File: config.mk
export PLATFORM = sky130hd
export DESIGN_NAME = scdk_key_fifo
export DESIGN_NICKNAME = d
export VERILOG_FILES = /design/src/hdl/scdk_pkg.sv /design/src/hdl/scdk_key_fifo.sv
export SDC_FILE = /design/constraint.sdc
export NUM_CORES = 1
export LEC_CHECK = 0
export BUFFER_PORTS_ARGS = -buffer_cell sky130_fd_sc_hd__clkbuf_2
export CORE_UTILIZATION = 48
export DETAILED_ROUTE_END_ITERATION = 12
export GPL_TIMING_DRIVEN = 0
export PLACE_DENSITY = 0.77
export SYNTH_ARGS = -nofsm -noshare
export SYNTH_HDL_FRONTEND = slang
export SYNTH_SLANG_ARGS = --single-unit
File: constraint.sdc
create_clock -name clk -period 2.2 [get_ports clk]
set_clock_uncertainty 0.2 [all_clocks]
set_input_delay 0.44 -clock clk [delete_from_list [all_inputs] [get_ports clk]]
set_output_delay 0.44 -clock clk [all_outputs]
set_load 0.005 [all_outputs]
File: src/hdl/scdk_pkg.sv
// Shared types, constants and key tables for the set-1 scan code decoder.
// No dependencies; every other file of the block imports this package.
`timescale 1ns / 1ps

package scdk_pkg;

    // Key queue geometry: ring of DEPTH slots, at most DEPTH-1 keys stored
    localparam int DEPTH = 64;
    localparam int PTR_W = (DEPTH > 1) ? $clog2(DEPTH) : 1;

    localparam int KEY_W  = 7;
    localparam int SCAN_W = 8;

    typedef logic [PTR_W-1:0]  ptr_t;
    typedef logic [KEY_W-1:0]  key_t;
    typedef logic [SCAN_W-1:0] scan_t;

    // Item commands
    localparam logic CMD_SCAN = 1'b0;
    localparam logic CMD_READ = 1'b1;

    // Special scan bytes and key codes
    localparam scan_t SC_EXT_PREFIX   = 8'hE0;
    localparam scan_t SC_PAUSE_PREFIX = 8'hE1;
    localparam scan_t SC_INDEX_MASK   = 8'h7F;
    localparam key_t  NO_KEY          = 7'd0;
    localparam key_t  PAUSE_KEY       = 7'd101;

    // Queue control from the decoder and status back from the queue
    typedef struct packed {
        logic push;
        logic pop;
    } fifo_ctrl_t;

    typedef struct packed {
        logic full;
        logic empty;
    } fifo_stat_t;

    // Ring pointer advance, wraps at DEPTH-1
    function automatic ptr_t ptr_inc(input ptr_t p);
        ptr_t r;
        if (p == ptr_t'(DEPTH - 1))
        begin
            r = '0;
        end
        else
        begin
            r = p + ptr_t'(1);
        end
        return r;
    endfunction

    // Normal table: codes 0x01..0x53 map to themselves, plus F11/F12
    function automatic key_t normal_key(input logic [6:0] idx);
        key_t k;
        if (idx >= 7'h01 && idx <= 7'h53)
        begin
            k = idx;
        end
        else
        begin
            case (idx)
                7'h57:   k = 7'd84;   // F11
                7'h58:   k = 7'd85;   // F12
                default: k = NO_KEY;
            endcase
        end
        return k;
    endfunction

    // Extended table, used after an E0 prefix
    function automatic key_t ext_key(input logic [6:0] idx);
        key_t k;
        case (idx)
            7'h1D:   k = 7'd86;   // right ctrl
            7'h38:   k = 7'd87;   // right alt
            7'h47:   k = 7'd88;   // home
            7'h48:   k = 7'd89;   // up
            7'h49:   k = 7'd90;   // page up
            7'h4B:   k = 7'd91;   // left
            7'h4D:   k = 7'd92;   // right
            7'h4F:   k = 7'd93;   // end
            7'h50:   k = 7'd94;   // down
            7'h51:   k = 7'd95;   // page down
            7'h52:   k = 7'd96;   // insert
            7'h53:   k = 7'd97;   // delete
            7'h5B:   k = 7'd98;   // left gui
            7'h5C:   k = 7'd99;   // right gui
            7'h5D:   k = 7'd100;  // apps
            7'h37:   k = 7'd102;  // print screen
            default: k = NO_KEY;
        endcase
        return k;
    endfunction

endpackage

File: src/hdl/scdk_key_fifo.sv
// Ring queue of key codes with a prefetched head register.
// Depends on scdk_pkg for geometry, pointer helper and control structs.
`timescale 1ns / 1ps

module scdk_key_fifo import scdk_pkg::*;
(
    input  logic       clk,
    input  logic       rst_n,
    input  fifo_ctrl_t ctrl,
    input  key_t       wr_key,
    output fifo_stat_t stat,
    output key_t       head_key
);

    key_t mem [DEPTH];
    ptr_t wr_ptr_reg;
    ptr_t wr_ptr_next;
    ptr_t rd_ptr_reg;
    ptr_t rd_ptr_next;
    key_t head_reg;

    // Status from current pointers
    assign stat.empty = (wr_ptr_reg == rd_ptr_reg);
    assign stat.full  = (ptr_inc(wr_ptr_reg) == rd_ptr_reg);
    assign head_key   = head_reg;

    // Pointer updates; caller only pushes when not full, pops when not empty
    always_comb
    begin
        wr_ptr_next = ctrl.push ? ptr_inc(wr_ptr_reg) : wr_ptr_reg;
        rd_ptr_next = ctrl.pop  ? ptr_inc(rd_ptr_reg) : rd_ptr_reg;
    end

    always_ff @(posedge clk or negedge rst_n)
    begin
        if (!rst_n)
        begin
            wr_ptr_reg <= '0;
            rd_ptr_reg <= '0;
        end
        else
        begin
            wr_ptr_reg <= wr_ptr_next;
            rd_ptr_reg <= rd_ptr_next;
        end
    end

    // Storage write and registered head read, with bypass when the slot
    // being written is the one the head will point at
    always_ff @(posedge clk)
    begin
        if (ctrl.push)
        begin
            mem[wr_ptr_reg] <= wr_key;
        end
        if (ctrl.push && (wr_ptr_reg == rd_ptr_next))
        begin
            head_reg <= wr_key;
        end
        else
        begin
            head_reg <= mem[rd_ptr_next];
        end
    end

endmodule

### After elaboration in Yosys (flattened, before gate mapping)

Memory sizes are Yosys's and may differ from the RTL's. A register that Yosys moved wholly into a read port is not among the register bits.
Index checks and enable logic that the tools add are counted.

| storage, ports and cells | value |
|---|---|
| register bits after elaboration | 12 |
| output and inout port bits | 9 |
| word-level logic and storage cells | 14 |
| bits in writable memories | 448 |
| memories | 1 |
| input bits | 11 |

Memories:

| name | words | width | read ports | clocked after memory_dff | write ports | line | source |
|---|---|---|---|---|---|---|---|
| mem | 64 | 7 | 1 | 1 | 1 | scdk_key_fifo.sv:15 | `key_t mem [DEPTH];` |

| cells by class | value |
|---|---|
| equal/unequal tests | 4 |
| multiplexer cells | 5 |
| add/sub/neg operators | 2 |

Operator list:

| cell | count |
|---|---|
| $mux W6 | 3 |
| $add A6 B1 Y6 const B | 2 |
| $eq A6 B6 Y1 | 2 |
| $eq A6 B6 Y1 const B | 2 |
| $mux W1 | 2 |

### Depth between registers and ports, before layout

Gate-level depths: netlist of the first run.

| depth | value |
|---|---|
| depth in word-level cells | 3 |
| depth in mapped cells | 8 |
| depth with buffers taken out | 6 |

### Worst setup path before layout of the first run

Ideal clock, no wire load.

| timing path | value |
|---|---|
| kind | reg-to-output |
| start | register (tool-made name) |
| end | output head_key[6] |
| slack | -190 ps |
| required time | 1560 ps |
| buffers on the path | 3 |
| stages on the path, launching flop included | 8 |
| data arrival time | 1750 ps |
| path through | dfxtp_1 -> buf_6 -> buf_12 -> buf_6 -> mux4_1 -> o221ai_1 -> o21ai_0 -> a21o_1 |

RTL lines:

| item | line | source |
|---|---|---|
| end, declared | scdk_key_fifo.sv:12 | `output key_t head_key` |

==> reports/results.txt, run 1 <==
Ports: 20
Crit-path max cell delay: 0.54 ns
Register area share after synthesis: 0.748
Hpwl dp: 26100 um
Drt wl/cell: 28.7 um
Post-synth top flop: edfxtp_1
Yosys warning count: 0
Area grow syn2layout: 22.0%
CTS clock-pin slew for the worst setup and hold paths: 0.06 ns
Cell Area, Synth: 0.0185 mm2
Hold slack: 0.0459 ns
Commonest non-fill, non-tap cell in the layout: edfxtp_1
Max Cap Viol: 0
Final hold vios: 0
Least-Margin Pin Slew: 1.40 ns
Fin crit period: 3.36 ns
Port bufs: 19
Fmax: 297 MHz
Critical Path AT: 2.72 ns
Multi-input gate area: 0.00524 mm2
Max H-tree Level: 2
RSZ-0062 raised after global routing: true
Maximum root-to-sink buffer count: 3
Worst EP required: 1.56 ns
Syn Inst Count: 916
Post-synth top area cell: edfxtp_1
Final total power: 0.0284 W
Max reg flops: 448
Die area: 0.0394 mm2
Post-synth ARST share: 0.0258
Slack of the critical path: -1.16 ns
# rows: 71
Die Ht: 199 um
Clock sinks: 466
Crit-path cells: buf_12 > buf_12 > buf_16 > mux4_2 > mux2i_2 > nand3_1 > nand4_1 > o41ai_2 > clkbuf_2
DRC Markers: 0
Clk root buf: clkbuf_16
Post-route antenna net violation count: 0
CP Launch Type: register
Final setup vio count: 9
Initial core utilization: 0.490
Top cells by area, synth: edfxtp_1 73%, mux4_2 10%, mux4_1 3.3%, dfrtp_1 1.6%, nor2_1 1.5%
Avg Cell Area, Syn: 20.2 um2
Critical setup path kind: reg2out
Relative slew slack: 0.0673
Outcome: finished with violations
Tot GR Track Use: 0.236
Synth cell types: 49
Final Core Density: 0.597
Worst Path Max Fanout: 8
Drt first pass iters: 6
Fraction of layout cells with a size suffix above 1: 0.419
CTS tree: built
Clk_lat worst skew: 0.55 ns
Vias after detailed routing: 9903
Cell area power density: 1260 mW/mm2
Worst hold-check path type: in2reg
Number of fill cells: 2540
Die width: 199 um
Pin count of the biggest net entering global routing: 65
Setup crit end kind: output port
Worst slack, placed: -1.25 ns
Initial DRC Count: 1271
Flops & latches, synth: 466
Ant. Diodes: 0
Post-synth EDFFs: 448
Storage element area: 0.0139 mm2
Fin crit share: 1.53
Max-slew violation count: 0
Initial antenna violation count: 0
Commonest non-fill, non-tap cells in the layout: 448 x edfxtp_1, 96 x mux4_2, 59 x nor2_4, 46 x clkbuf_16, 38 x buf_4
Most common cell on crit path: buf_12
Total congestion overflow: 0
Syn nets: 929
Crit-path slowest cell: mux4_2
Static leakage power: 7.16 nW
DR vias/cell: 6.27
Top-area cell type share of the netlist area: 0.726
Num CTS Buffers: 45
Gp weighted congestion: 0.867
Nets: 1045
First-pass GRT wire length: 65800 um
Core ar.: 0.0378 mm2
Placed insts: 1446
Failing checks: negative setup slack
Vias in the first global route: 10000
Worst VDD drop: 981 uV
WL final: 45300 um
Fin cells: 1579
## cell usage after synthesis, types with 2 or more instances
| cell | count |
|---|---|
| o2bb2ai_1 | 6 |
| o21ai_0 | 15 |
| xnor2_1 | 7 |
| or2_2 | 6 |
| a221oi_1 | 6 |
| nor2b_1 | 11 |
| clkbuf_1 | 23 |
| dfxtp_1 | 6 |
| dlygate4sd1_1 | 2 |
| buf_12 | 3 |
| buf_6 | 9 |
| nand4_1 | 5 |
| buf_4 | 3 |
| a21o_1 | 4 |
| o22ai_1 | 14 |
| nor3_1 | 14 |
| xor2_1 | 9 |
| nand3_1 | 10 |
| or3_1 | 5 |
| nor2_1 | 72 |
| mux4_2 | 84 |
| o221ai_1 | 12 |
| mux2_2 | 18 |
| a211oi_1 | 11 |
| ha_1 | 2 |
| buf_2 | 10 |
| dfrtp_1 | 12 |
| edfxtp_1 | 448 |
| nand2_1 | 26 |
| nand2b_1 | 8 |
| mux2i_1 | 13 |
| a211o_1 | 2 |
| mux4_1 | 23 |
| buf_1 | 2 |
## worst max-delay path, delay by kind of cell (launching register included)
kind / cells / cell delay [ns]
multiplexers: 2 / 0.75
buffers and inverters: 4 / 0.60
AND/OR/NAND/NOR: 2 / 0.35
flip-flops: 1 / 0.34
AO/OA/AOI/OAI: 1 / 0.12
## where the power goes
part           switching, W  leakage (nW)  internal (W)  total (W)
Combinational       0.00572          2.21       0.00464     0.0104
Sequential         0.000290          4.22        0.0101     0.0104
Clock               0.00326         0.722       0.00437    0.00763
Total               0.00928          7.16        0.0192     0.0284
## routing by layer
layer / vias to the layer above / global-route usage / wire length [um]
met4: 0 / 0.111 / 2240
met2: 664 / 0.377 / 22000
met1: 5087 / 0.313 / 16600
li1: 4013 / - / -
met5: - / 0 / 0
met3: 139 / 0.0465 / 4460
## repair_timing
| action | in CTS | in global routing |
|---|---|---|
| pin swaps | 42 | 16 |
| setup buffers | 35 | 16 |
| endpoints found under the setup margin | 458 | 349 |
| gates cloned | 2 | 0 |
| endpoints found under the hold margin | 12 | 0 |
| hold buffers | 1 | 0 |
| resized for setup | 234 | 34 |
## cell type report
cell class                      count  share of cell area
Sequential cell                   466               0.614
Multi-Input combinational cell    395               0.232
Clock buffer                       58              0.0551
Timing Repair Buffer               75              0.0385
Tap cell                          511              0.0283
Buffer                             48              0.0224
Clock inverter                     25             0.00963
Inverter                            1            0.000166
## path summary, 6_finish.rpt
| path | start | end | slack (ns) | cells after the start |
|---|---|---|---|---|
| max | register | head_key[1] | -1.16 | 9 |
| min | ctrl[1] | wr_ptr_reg[1]$_DFFE_PN0P_ | 0.05 | 2 |
| max reg2reg | wr_ptr_reg[3]$_DFFE_PN0P_ | mem[2][2]$_DFFE_PP_ | 0.01 | 5 |
| min reg2reg | rd_ptr_reg[4]$_DFF_PN0_ | rd_ptr_reg[4]$_DFF_PN0_ | 0.39 | 1 |
| max in group asynchronous | rst_n | wr_ptr_reg[5]$_DFFE_PN0P_ | 1.41 | 2 |
| min in group asynchronous | rst_n | wr_ptr_reg[3]$_DFFE_PN0P_ | 0.12 | 2 |
## cell families (layout without fill, tap and decap cells)
family          count (synthesis)  in the layout  share of synthesized area
flops                         466            466                      0.748
simple gates                  164            164                     0.0409
mux                           138            138                      0.153
compound gates                 75             75                     0.0290
buf+inv                        55            207                     0.0200
xor+xnor                       16             16                    0.00756
fa+ha+maj                       2              2                    0.00135
## metrics by stage
| stage | TNS [ns] | cell area (um2) |
|---|---|---|
| global route | -9.75 | 22600 |
| CTS | -9.42 | 22200 |
| global placement | -204.14 | 19400 |
| finish | -9.06 | 22600 |
| floorplan | -0.745 | 18600 |
| detailed placement | -224.08 | 19400 |
Note: power is estimated with default switching activity, not from simulation.
==> run 2, diff against run 1 <==
Settings changed: PLACE_DENSITY 0.77 to 0.73.
==> reports/results.txt, run 2 (synthesis gave the netlist of run 1 again) <==
Outcome: finished with violations
Failing checks: negative setup slack
GR peak layer: met2
Vias after detailed routing: 9956 (+0.54%)
RSZ-0062 raised after global routing: true
Met2 Use GR: 0.367 (-0.0105)
Least-Margin Pin Slew: 1.38 ns (-0.0191 ns)
Die Ht: 199 um (unchanged)
Commonest non-fill, non-tap cells in the layout: 448 x edfxtp_1, 101 x mux4_2, 58 x nor2_4, 46 x clkbuf_16, 41 x buf_4
Fin crit period: 3.38 ns (+0.0185 ns)
Final setup vio count: 17 (+8)
Max-slew violation count: 0 (unchanged)
Initial core utilization: 0.490 (unchanged)
Die area: 0.0394 mm2 (unchanged)
Relative slew slack: 0.0801 (+0.0128)
DR vias/cell: 6.28 (about the same)
Die width: 199 um (unchanged)
Ports: 20 (unchanged)
Ant. Diodes: 0 (unchanged)
Post-route antenna net violation count: 0 (unchanged)
Slack of the critical path: -1.18 ns (-0.0185 ns)
CTS tree: built
Port bufs: 19 (unchanged)
First-pass GRT wire length: 64900 um (-1.4%)
Fraction of layout cells with a size suffix above 1: 0.424 (+0.00565)
Final Core Density: 0.601 (+0.00403)
Tot GR Track Use: 0.232 (-0.00329)
Grt met3 use: 0.0419 (-0.00458)
Critical Path AT: 2.74 ns (+0.02 ns)
Worst VDD drop: 1030 uV (+4.5%)
Clk_lat worst skew: 0.57 ns (+0.02 ns)
Drt wl/cell: 29.1 um (+1.3%)
Commonest non-fill, non-tap cell in the layout: edfxtp_1
Clk root buf: clkbuf_16
Core ar.: 0.0378 mm2 (unchanged)
Gp weighted congestion: 0.864 (-0.35%)
Critical setup path kind: reg2out
Number of fill cells: 2556 (+0.63%)
Cell area power density: 1260 mW/mm2 (+0.55%)
Vias in the first global route: 9908 (-1.4%)
CTS clock-pin slew for the worst setup and hold paths: 0.06 ns (about the same)
Max Cap Viol: 0 (unchanged)
Worst EP required: 1.56 ns (about the same)
CP Launch Type: register
Flop2flop setup slack: 0 ns (about the same)
Num CTS Buffers: 44 (-2.2%)
Hpwl dp: 25900 um (-0.98%)
Hold slack: 0.0852 ns (+0.0393 ns)
Max reg flops: 448 (unchanged)
Multi-input gate area: 0.00526 mm2 (+0.43%)
DRC Markers: 0 (unchanged)
Setup crit end kind: output port
Initial DRC Count: 1293 (+1.7%)
Static leakage power: 7.21 nW (+0.74%)
Initial antenna violation count: 0 (unchanged)
Fin crit share: 1.54 (+0.00842)
Nets: 1056 (+1.1%)
Drt first pass iters: 5 (-1)
Pin count of the biggest net entering global routing: 65 (unchanged)
Max H-tree Level: 2 (unchanged)
Clock sinks: 466 (unchanged)
Worst hold-check path type: in2reg
Fmax: 296 MHz (-0.55%)
Worst Path Max Fanout: 10 (+2)
# rows: 71 (unchanged)
Maximum root-to-sink buffer count: 3 (unchanged)
WL final: 46100 um (+1.7%)
Total congestion overflow: 0 (unchanged)
Grt met1 use: 0.317 (+0.00352)
Final hold vios: 0 (unchanged)
Storage element area: 0.0139 mm2 (unchanged)
Area grow syn2layout: 22.8%
## run 2: cell count changes in the layout (fill, tap and decap cells not counted), moves of 3 or more
cell and change:
buf_16 +4, buf_4 +3, clkbuf_1 +3, clkbuf_8 -4
clkinv_1 +5, clkinv_2 -10, mux4_1 -5, mux4_2 +5
o21ai_1 -3, o22ai_1 -3
## run 2: cell type report
class                           instances  share of cell area
Buffer                                 48              0.0242
Clock buffer                           56              0.0508
Multi-Input combinational cell        395               0.231
Tap cell                              511              0.0281
Timing Repair Buffer                   87              0.0461
Inverter                                1            0.000165
Clock inverter                         22             0.00946
Sequential cell                       466               0.610
## run 2: power breakdown
part / switching, W / internal, W / total, W / leakage [nW]
clock network: 0.00322 / 0.00410 / 0.00732 / 0.656
logic: 0.00597 / 0.00505 / 0.0110 / 2.33
registers: 0.000295 / 0.0101 / 0.0104 / 4.22
total: 0.00949 / 0.0193 / 0.0288 / 7.21
## run 2: worst paths after layout
check                      depth (start not counted)                       from                        end
max in group asynchronous                          2                      rst_n  wr_ptr_reg[1]$_DFFE_PN0P_
max                                                7                   register                head_key[4]
min reg2reg                                        1    rd_ptr_reg[4]$_DFF_PN0_    rd_ptr_reg[4]$_DFF_PN0_
min in group asynchronous                          2                      rst_n  wr_ptr_reg[3]$_DFFE_PN0P_
min                                                2                    ctrl[1]  wr_ptr_reg[1]$_DFFE_PN0P_
max reg2reg                                        5  wr_ptr_reg[3]$_DFFE_PN0P_       mem[17][6]$_DFFE_PP_
## run 2: routing by layer
layer,vias to the layer above,part of all wire
met3,102,0.094
met5,-,0
met4,0,0.032
li1,4039,-
met2,642,0.50
met1,5173,0.37
## run 2: what timing repair did
action                                 CTS  global route
gates cloned                             3             2
setup endpoints to repair              458           263
hold buffers                             2             0
setup buffers                           44            13
resized for setup                      237            52
pin swaps                               37            25
endpoints found under the hold margin   14             0
## run 2: critical path, cell delays in order, from the launching register on
cell      delay [ns]
dfxtp_1         0.37
buf_4           0.27
buf_4           0.30
clkbuf_4        0.31
nand2_1         0.14
a221oi_2        0.43
a21o_1          0.19
clkbuf_2        0.13
## run 2: stage by stage
step / cells / instance area (um2) / total power [W] / setup WS, ns / setup TNS (ns)
global placement: 1446 / 19400 / 0.0186 / -1.15 / -210.65
CTS: 1569 / 22300 / 0.0279 / -1.13 / -8.99
global route: 1586 / 22800 / 0.0295 / -1.24 / -10.22
floorplan: 916 / 18600 / 0.0160 / -0.130 / -0.745
detailed placement: 1446 / 19400 / 0.0187 / -1.22 / -225.68
finish: 1586 / 22800 / 0.0288 / -1.18 / -9.16
